## src/rtl/hidq_pkg.sv

```systemverilog
// Shared types, codes and helper function of the HID tick report queue.
`default_nettype none

package hidq_pkg;

  // Item codes carried in the low bits of the input beat.
  localparam logic [2:0] OP_UP_PRESS   = 3'd0;
  localparam logic [2:0] OP_DOWN_PRESS = 3'd1;
  localparam logic [2:0] OP_UP_CONT    = 3'd2;
  localparam logic [2:0] OP_DOWN_CONT  = 3'd3;
  localparam logic [2:0] OP_DRAIN      = 3'd4;

  // Register indexes on the configuration port.
  localparam logic [2:0] REG_CW_TRANSPORT   = 3'd0;
  localparam logic [2:0] REG_DOWN_TRANSPORT = 3'd1;
  localparam logic [2:0] REG_UP_TEMPLATE    = 3'd2;
  localparam logic [2:0] REG_DOWN_TEMPLATE  = 3'd3;
  localparam logic [2:0] REG_SUBSCRIBE_MASK = 3'd4;

  // Attribute indexes of the four notifiable reports.
  localparam logic [7:0] FIRST_TRANSPORT = 8'd5;
  localparam logic [7:0] LAST_TRANSPORT  = 8'd17;

  // Configuration register set.
  typedef struct packed {
    logic [7:0]  cw_transport;
    logic [7:0]  down_transport;
    logic [63:0] up_template;
    logic [63:0] down_template;
    logic [3:0]  subscribe_mask;
  } cfg_t;

  // A formatted tick, ready to be pushed.
  typedef struct packed {
    logic        keep;
    logic [7:0]  transport;
    logic [63:0] report;
    logic        release_flag;
  } tick_t;

  // True when the transport is one of the four reports and its bit is set.
  function automatic logic notifiable(input logic [7:0] t, input logic [3:0] mask);
    logic [7:0] off;
    off = t - FIRST_TRANSPORT;
    return (t >= FIRST_TRANSPORT) && (t <= LAST_TRANSPORT) && (off[1:0] == 2'd0)
           && mask[off[3:2]];
  endfunction

endpackage

`default_nettype wire

```

## src/rtl/hidq_tick_fmt.sv

```systemverilog
// Tick formatter: picks the direction's transport and template and places the delta.
`default_nettype none

module hidq_tick_fmt import hidq_pkg::*; #(
  parameter int REPORT_BYTES = 8
) (
  input  logic              [2:0] opcode,
  input  logic signed       [7:0] delta,
  input  cfg_t                    cfg,
  output tick_t                   tick
);

  localparam logic [63:0] RMASK = (REPORT_BYTES >= 8) ? {64{1'b1}}
                                : ((64'd1 << (8 * REPORT_BYTES)) - 64'd1);

  logic        is_up;
  logic        is_press;
  logic        is_tick;
  logic [7:0]  transport;
  logic [63:0] base;
  logic [63:0] rep;
  logic        found;

  // Direction and kind of the tick.
  assign is_up    = (opcode == OP_UP_PRESS) || (opcode == OP_UP_CONT);
  assign is_press = (opcode == OP_UP_PRESS) || (opcode == OP_DOWN_PRESS);
  assign is_tick  = (opcode <= OP_DOWN_CONT);

  assign transport = is_up ? cfg.cw_transport : cfg.down_transport;
  assign base      = (is_up ? cfg.up_template : cfg.down_template) & RMASK;

  // A continuous tick overwrites the first nonzero byte with the delta.
  always_comb begin
    found = 1'b0;
    rep   = base;
    for (int i = 0; i < REPORT_BYTES; i++) begin
      if (!found && (base[8*i +: 8] != 8'd0)) begin
        rep[8*i +: 8] = delta;
        found         = 1'b1;
      end
    end
    if (is_press) begin
      rep = base;
    end
  end

  assign tick.keep         = is_tick && notifiable(transport, cfg.subscribe_mask);
  assign tick.transport    = transport;
  assign tick.report       = rep;
  assign tick.release_flag = is_press;

endmodule

`default_nettype wire

```

## src/rtl/hid_tick_report_queue.sv

```systemverilog
// Top level of the HID tick report queue: configuration, entry memory and drain control.
`default_nettype none

// A tick beat is formatted, filtered by the subscription mask and written into the entry
// memory; a push into a full queue overwrites the oldest entry and bumps the drop counter.
// A drain beat reads the oldest entry through the registered read port of the entry
// memory, then presents one or two output beats through the output register, the second
// being the all-zero release report; s_tready stays low from the drain beat until its last
// output beat is taken. A drain of an empty queue, or of an entry whose report is no longer
// subscribed, ends in idle with no output. Entries need no initialization after reset.
module hid_tick_report_queue import hidq_pkg::*; #(
  parameter int QUEUE_DEPTH  = 32,
  parameter int REPORT_BYTES = 8
) (
  input  logic         clk,
  input  logic         rst,
  // Configuration write port.
  input  logic         cfg_we,
  input  logic [2:0]   cfg_index,
  input  logic [63:0]  cfg_data,
  // Input stream.
  input  logic         s_tvalid,
  output logic         s_tready,
  input  logic [15:0]  s_tdata,   // opcode[2:0], delta[10:3], zero fill
  // Output stream.
  output logic         m_tvalid,
  input  logic         m_tready,
  output logic [103:0] m_tdata,   // out_transport[7:0], out_report[71:8],
                                  // dropped_count[103:72]
  output logic         m_tlast,
  output logic         m_tuser    // is_release
);

  localparam int PTR_W  = (QUEUE_DEPTH > 1) ? $clog2(QUEUE_DEPTH) : 1;
  localparam int FILL_W = $clog2(QUEUE_DEPTH + 1);
  localparam int RW     = 8 * REPORT_BYTES;
  localparam int EW     = 1 + 8 + RW;
  localparam logic [PTR_W-1:0]  PTR_LAST = PTR_W'(QUEUE_DEPTH - 1);
  localparam logic [FILL_W-1:0] FILL_MAX = FILL_W'(QUEUE_DEPTH);

  typedef enum logic [1:0] {ST_IDLE, ST_READ, ST_DATA, ST_REL} state_t;

  state_t            state;
  cfg_t              cfg;
  tick_t             tick;
  logic [PTR_W-1:0]  read_pointer;
  logic [PTR_W-1:0]  write_pointer;
  logic [FILL_W-1:0] fill_count;
  logic [31:0]       overflow_drops;
  logic [EW-1:0]     mem [QUEUE_DEPTH];
  logic [EW-1:0]     rd_data;
  logic              accept;
  logic              is_drain;
  logic              mem_we;
  logic              mem_re;
  logic              rd_release;
  logic [7:0]        rd_transport;
  logic [RW-1:0]     rd_report;
  logic              rel_pend;
  logic [7:0]        out_transport;
  logic [63:0]       out_report;
  logic [31:0]       out_dropped;

  function automatic logic [PTR_W-1:0] next_index(input logic [PTR_W-1:0] p);
    return (p == PTR_LAST) ? '0 : p + 1'b1;
  endfunction

  // Configuration registers.
  always_ff @(posedge clk) begin
    if (rst) begin
      cfg.cw_transport   <= FIRST_TRANSPORT;
      cfg.down_transport <= FIRST_TRANSPORT;
      cfg.up_template    <= '0;
      cfg.down_template  <= '0;
      cfg.subscribe_mask <= '0;
    end else if (cfg_we) begin
      unique case (cfg_index)
        REG_CW_TRANSPORT:   cfg.cw_transport   <= cfg_data[7:0];
        REG_DOWN_TRANSPORT: cfg.down_transport <= cfg_data[7:0];
        REG_UP_TEMPLATE:    cfg.up_template    <= cfg_data;
        REG_DOWN_TEMPLATE:  cfg.down_template  <= cfg_data;
        REG_SUBSCRIBE_MASK: cfg.subscribe_mask <= cfg_data[3:0];
        default: ;
      endcase
    end
  end

  // Tick formatting.
  hidq_tick_fmt #(
    .REPORT_BYTES(REPORT_BYTES)
  ) u_fmt (
    .opcode(s_tdata[2:0]),
    .delta (s_tdata[10:3]),
    .cfg   (cfg),
    .tick  (tick)
  );

  // Handshake decode.
  assign s_tready = (state == ST_IDLE);
  assign accept   = s_tvalid && s_tready;
  assign is_drain = (s_tdata[2:0] == OP_DRAIN);
  assign mem_we   = accept && !is_drain && tick.keep;
  assign mem_re   = accept && is_drain && (fill_count != '0);

  // Entry memory: one write port, one registered read port.
  always_ff @(posedge clk) begin
    if (mem_we) begin
      mem[write_pointer] <= {tick.release_flag, tick.transport, tick.report[RW-1:0]};
    end
    if (mem_re) begin
      rd_data <= mem[read_pointer];
    end
  end

  assign {rd_release, rd_transport, rd_report} = rd_data;

  // Queue pointers, drop counter and drain sequencing.
  always_ff @(posedge clk) begin
    if (rst) begin
      state          <= ST_IDLE;
      m_tvalid       <= 1'b0;
      read_pointer   <= '0;
      write_pointer  <= '0;
      fill_count     <= '0;
      overflow_drops <= '0;
    end else begin
      unique case (state)
        ST_IDLE: begin
          if (mem_re) begin
            read_pointer <= next_index(read_pointer);
            fill_count   <= fill_count - 1'b1;
            state        <= ST_READ;
          end else if (mem_we) begin
            write_pointer <= next_index(write_pointer);
            if (fill_count == FILL_MAX) begin
              read_pointer   <= next_index(read_pointer);
              overflow_drops <= overflow_drops + 32'd1;
            end else begin
              fill_count <= fill_count + 1'b1;
            end
          end
        end
        ST_READ: begin
          if (notifiable(rd_transport, cfg.subscribe_mask)) begin
            out_transport <= rd_transport;
            out_report    <= 64'(rd_report);
            out_dropped   <= overflow_drops;
            m_tuser       <= 1'b0;
            m_tlast       <= !rd_release;
            rel_pend      <= rd_release;
            m_tvalid      <= 1'b1;
            state         <= ST_DATA;
          end else begin
            state <= ST_IDLE;
          end
        end
        ST_DATA: begin
          if (m_tready) begin
            if (rel_pend) begin
              out_report <= '0;
              m_tuser    <= 1'b1;
              m_tlast    <= 1'b1;
              state      <= ST_REL;
            end else begin
              m_tvalid <= 1'b0;
              state    <= ST_IDLE;
            end
          end
        end
        ST_REL: begin
          if (m_tready) begin
            m_tvalid <= 1'b0;
            state    <= ST_IDLE;
          end
        end
        default: state <= ST_IDLE;
      endcase
    end
  end

  assign m_tdata = {out_dropped, out_report, out_transport};

  // The block never takes input while a result beat is pending.
  a_no_overlap: assert property (@(posedge clk) disable iff (rst)
    !(s_tready && m_tvalid))
    else $error("input accepted while an output beat is pending");

  // The fill count never exceeds the queue depth.
  a_fill_bound: assert property (@(posedge clk) disable iff (rst)
    fill_count <= FILL_MAX)
    else $error("fill count beyond queue depth");

  // A release report always closes its drain.
  a_release_last: assert property (@(posedge clk) disable iff (rst)
    (m_tvalid && m_tuser) |-> m_tlast)
    else $error("release beat not marked last");

  // A taken beat that is not last is followed by the release beat.
  a_release_follows: assert property (@(posedge clk) disable iff (rst)
    (m_tvalid && m_tready && !m_tlast) |=> (m_tvalid && m_tuser))
    else $error("missing release beat after a press report");

endmodule

`default_nettype wire
```

## config.mk

```make
export PLATFORM = sky130hd
export DESIGN_NAME = hid_tick_report_queue
export DESIGN_NICKNAME = d
export VERILOG_FILES = /design/src/rtl/hidq_pkg.sv /design/src/rtl/hidq_tick_fmt.sv /design/src/rtl/hid_tick_report_queue.sv
export SDC_FILE = /design/constraint.sdc
export NUM_CORES = 2
export LEC_CHECK = 0
export ABC_AREA = 1
export BUFFER_PORTS_ARGS = -buffer_cell sky130_fd_sc_hd__buf_2
export CORE_UTILIZATION = 25
export CTS_BUF_LIST = sky130_fd_sc_hd__clkbuf_4 sky130_fd_sc_hd__clkbuf_8
export CTS_CLUSTER_DIAMETER = 150
export DETAILED_ROUTE_END_ITERATION = 6
export PLACE_DENSITY = 0.45
export SYNTH_ARGS = -nofsm -noshare
export SYNTH_HDL_FRONTEND = slang
export SYNTH_SLANG_ARGS = --single-unit
```

## constraint.sdc

```tcl
create_clock -name clk -period 8.3 [get_ports clk]
set_input_delay 0.415 -clock clk [delete_from_list [all_inputs] [get_ports clk]]
set_output_delay 0.415 -clock clk [all_outputs]
set_load 0.005 [all_outputs]
```

; ---- Word level (Yosys, flattened, before mapping)
; Memory sizes are Yosys's and may differ from the RTL's. A register that Yosys moved wholly into a read port is not among the register bits.
; Index checks and enable logic that the tools add are counted.
[op_classes]
add_sub_neg = 7
magnitude_cmp = 7
eq_ne = 20
mux = 53
n_bitwise = 2
reduce_logical = 61
[op_table]
columns = cell, count
row1 = two-way mux 64 bit, 5
row2 = case mux 64 bit (2 select lines), 1
row3 = two-way mux 8 bit, 9
row4 = nonzero test 8 bit, 8
row5 = "adder 32 x 1 -> 32 bit, second input constant", 1
row6 = two-way mux 5 bit, 5
row7 = logical AND 1 bit, 19
row8 = two-way mux 1 bit, 19
row9 = two-way mux 6 bit, 3
row10 = ">= comparator 8 x 3 -> 1 bit, second input constant", 2
row11 = "less-or-equal comparator 8 x 5 -> 1 bit, second input constant", 2
row12 = AND reduction 3 bit, 5
row13 = "!= test 2 bit, second input constant", 6
row14 = "adder 5 x 1 -> 5 bit, second input constant", 2
row15 = "== test 5 bit, second input constant", 2
row16 = two-way mux 2 bit, 5
row17 = AND reduction 2 bit, 5
row18 = AND reduction 5 bit, 2
row19 = "== test 3 x 2 -> 1 bit, second input constant", 3
row20 = logical NOT 1 bit, 9
row21 = case mux 2 bit (4 select lines), 1
row22 = "subtractor 4 x 3 -> 4 bit, second input constant", 2
row23 = "adder 6 x 1 -> 6 bit, second input constant", 1
row24 = "== test 3 x 1 -> 1 bit, second input constant", 2
row25 = other kinds (19), 31
[totals]
ff_bits = 306
mem_bits_rw = 2336
output_inout_bits = 108
memories = 1
[mem_list]
columns = name, depth, width, read_ports, rd_ports_with_merged_regs, write_ports, line
row1 = mem, 32, 73, 1, 1, 1, hid_tick_report_queue.sv:50  ; logic [EW-1:0] mem [QUEUE_DEPTH];

; ---- Depth between registers and ports, before layout
[depth]
ltp_word = 27
mapped_depth = 16
ltp_nobuf = 15

; ---- Hierarchy
; A second synthesis with hierarchy kept.
[hier_totals]
hier_cells = 9685
hier_area_um2 = 110059.3
[by_module_without_submodules]
columns = module, n_inst, cells_each, area_each_um2, seq_area_each_um2
row1 = hid_tick_report_queue, 1, 9132, 107405.5, 79536.3
row2 = hidq_tick_fmt, 1, 553, 2653.8, 0.0

; ---- Worst setup path after synthesis
; OpenSTA, ideal clock, no wires.
[synth_path]
kind = input-to-reg
start = input rst
end = register m_tlast (enable)
setup_ns = 0.571
t_arrival_ns = 5.538
setup_slack_ns = 2.190
stages = 5
path_buffers = 2
cell_sequence = clkbuf_1 -> clkinv_1 -> clkbuf_1 -> nand2_1 -> nor3_1
[synth_between]
elab_chain_cells = 2
[synth_lines]
columns = element, line
row1 = "start, declared", hid_tick_report_queue.sv:16  ; input logic rst,
row2 = inverter 1 bit (no source line), --
row3 = AND reduction 5 bit (no source line), --
row4 = "end signal, assigned", hid_tick_report_queue.sv:149  ; m_tlast <= !rd_release;
row5 = "end, declared", hid_tick_report_queue.sv:30  ; output logic m_tlast,
; No other way between the ends.
; A chain may end at the register's enable or synchronous reset.

==> results_dict.tcl <==
set metrics [dict create \
    coreArea_um2 421000 \
    synthTopCellsByArea "edfxtp_1 (71%), o21ai_0 (6.9%), nor2_1 (5.5%), dfxtp_1 (3.8%), o22ai_1 (2.4%)" \
    avgRoutedWirePerCell_um 24.4 \
    synth_top_cell_by_area "edfxtp_1" \
    fin_skew_ns 0.0825 \
    finalWeightedCongestion 0.788 \
    arrival_ns 6.15 \
    grt_setup_unrepaired "false" \
    period_share_pct 65.2 \
    vias_per_cell 4.81 \
    slew_headroom_pct 4.60 \
    first_iter_violations 6213 \
    worstMarginPinSlew_ns 1.43 \
    port_buffers 190 \
    drv_cap 0 \
    grt_max_degree 204 \
    synth_xor_area_share_pct 0.116 \
    postCtsSetupBuffers 0 \
    die_h_um 653 \
    setup_tns_ns 0 \
    ys.flop_type "edfxtp_1" \
    layout.cells.non_filler 14700 \
    syn-cell-area_um2 106000 \
    antenna_found_initial 22 \
    nNetsFinal 8759 \
    cts_max_path_buffers 4 \
    placedCellCount 13700 \
    required_ns 9.03 \
    synth_compound_area_share_pct 13.1 \
    core.rowCount 238 \
    areaGrowthSynthToFinish_pct 17.1 \
    cp_max_fo 34 \
    startpoint_type "input pin" \
    ant_nets 0 \
    synth_edf_count 2516 \
    holdWs_ns 0.117 \
    ir_drop_uv 128 \
    place_ws_ns 2.32 \
    p_per_area_nw_per_um2 221 \
    finalCriticalPeriod_ns 5.42 \
    path_clk_slew_ns 0.06 \
    yosysSeqAreaShare_pct 75.0 \
    io_pins 196 \
    synthAdderAreaFrac_pct 0.208 \
    placed_area_um2 114000 \
    async_reset_ff_share_pct 0 \
    start_util_pct 25.2 \
    postSynthCellCount 8283 \
    synth.ff_latch_count 2715 \
    synth_fp_nets 8388 \
    wl_mm 357 \
    drive_above_1_share_pct 13.7 \
    clock.fmax_mhz 185 \
    die-area_um2 427000 \
    setup_viol 0 \
    die_x_um 653 \
    grt_overflow_total 0 \
    cts_tree "built" \
    drc_errors 0 \
    status "finished clean" \
    cts_root_buf "clkbuf_8" \
    grt.total_usage_pct 16.2 \
    clk-insertion-delay-late_ns 1.15 \
    grt_pass1_vias 69600 \
    slew_viol_final 0 \
    synth.yosys.warnings 0 \
    setup_slack_ns 2.88 \
    synth.distinct_cells 61 \
    grt_pass1_wl_mm 507 \
    clock-sinks 2715 \
    cts_buffers 445 \
    synth_mux_area_share_pct 0.0755 \
    worstSetupEndpointType "register" \
    firstDrtPassIters 5 \
    fin_area_um2 124000 \
    hp-class "input pin to register" \
    final_hold_viol_count 0 \
    syn_avg_cell_area_um2 12.8 \
    synth_top_family_by_area "compound AO/OA/AOI/OAI gates" \
    htree_levels 5 \
    synth-simple-area-share_pct 8.45 \
    synth.top_cell.area_share_pct 71.3 \
    vias 70600 \
    place_hpwl_mm 191 \
    crit_type "input pin to register" \
    p_leak_nw 40.9 \
]
## routing by layer
layer  vias up  wire length (µm)  GRT usage, %
met5         -                14             0
met4         2              8640          4.06
met3       514             23000          2.61
met2      2446            169000          26.8
met1     36200            157000          22.0
li1      31400                 -             -
## registers in the layout, summed over array words and instances, names as in the netlist
name	cells
overflow_drops	32
fill_count	6
m_tvalid	1
read_pointer	5
mem	2336
m_tlast	1
state	2
out_report	64
out_dropped	32
m_tuser	1
rel_pend	1
rd_data	73
cfg	148
out_transport	8
write_pointer	5
## placed cells by master (no fill, tap or decap), drive strengths merged, types with 4 or more instances in the layout
| cell | n |
|---|---|
| dfxtp | 199 |
| nor4 | 6 |
| a41oi | 9 |
| clkinvlp | 9 |
| nor3 | 54 |
| a31oi | 87 |
| clkbuf | 632 |
| inv | 277 |
| ha | 16 |
| clkinv | 152 |
| o211a | 26 |
| nand2 | 445 |
| bufinv | 7 |
| o211ai | 17 |
| a31o | 4 |
| a32oi | 4 |
| o21ai | 1501 |
| dlygate4sd3 | 111 |
| xor2 | 9 |
| edfxtp | 2516 |
| nand4 | 30 |
| or2 | 7 |
| a211oi | 10 |
| xnor2 | 5 |
| buf | 379 |
| nor2 | 1576 |
| diode | 14 |
| o22ai | 412 |
| mux2i | 8 |
| nand3 | 123 |
| a21oi | 205 |
| o221ai | 163 |
## cells in the mapped netlist, types with 17 or more instances
| library cell | number |
|---|---|
| edfxtp_1 | 2516 |
| nor2_1 | 1562 |
| o21ai_0 | 1469 |
| clkbuf_1 | 505 |
| nand2_1 | 440 |
| o22ai_1 | 412 |
| inv_1 | 259 |
| a21oi_1 | 205 |
| dfxtp_1 | 199 |
| o221ai_1 | 163 |
| nand3_1 | 118 |
| a31oi_1 | 87 |
| nor3_1 | 53 |
| buf_2 | 34 |
| nand4_1 | 28 |
| o211a_1 | 26 |
| o211ai_1 | 17 |
## cell type report
type / count / area [µm²]
Clock inverter: 176 / 1150
Antenna cell: 14 / 35.0
Sequential cell: 2715 / 79600
Timing Repair Buffer: 490 / 3940
Clock buffer: 632 / 7600
Tap cell: 5640 / 7060
Multi-Input combinational cell: 4733 / 23800
Fill cell: 42700 / 297000
Inverter: 269 / 1060
## worst max-delay path, cell delays in order
cell and delay, ns:
dlygate4sd3_1 0.56, buf_2 0.19, nor2_4 0.59, nand2_1 0.15, nand2_1 0.88, nand2_1 0.13, nand3_1 0.16, nand3_1 0.11
nor2_2 0.60, nand2_1 0.68, nor2_4 1.18, buf_4 0.46
## where the power goes
part	switching [mW]	total (mW)	internal, mW	leakage (nW)
combinational	0.616	0.798	0.182	11.6
clock	5.51	11.6	6.13	4.63
sequential	0.0179	15.1	15.0	24.7
total	6.15	27.5	21.3	40.9
## what timing repair did
item	in CTS	in global routing
resized for setup	0	0
endpoints found under the setup margin	0	0
hold buffers	113	0
hold endpoints to repair	388	0
## stage by stage
stage / utilization (%) / power [mW]
global route: 29.5 / 28.4
finish: 29.5 / 27.5
global placement: 27.1 / 16.1
CTS: 29.5 / 27.8
floorplan: - / 15.7
detailed placement: 27.1 / 16.1
## final timing paths
kind                                          from              end  slack (ns)  depth (start not counted)
worst min register to register  overflow_drops[26]  out_dropped[26]        0.44                          0
worst min-delay path                    s_tdata[3]        mem[2][0]        0.12                          3
worst max register to register            cfg[143]       mem[6][22]        3.26                          9
worst max-delay path                    s_tdata[2]       mem[6][22]        2.88                         12
## cell families after synthesis
group | Yosys count
simple gates | 2247
flops | 2715
mux | 8
fa+ha+maj | 17
buf+inv | 835
compound gates | 2447
xor+xnor | 14
(Power assumes the default switching activity.)
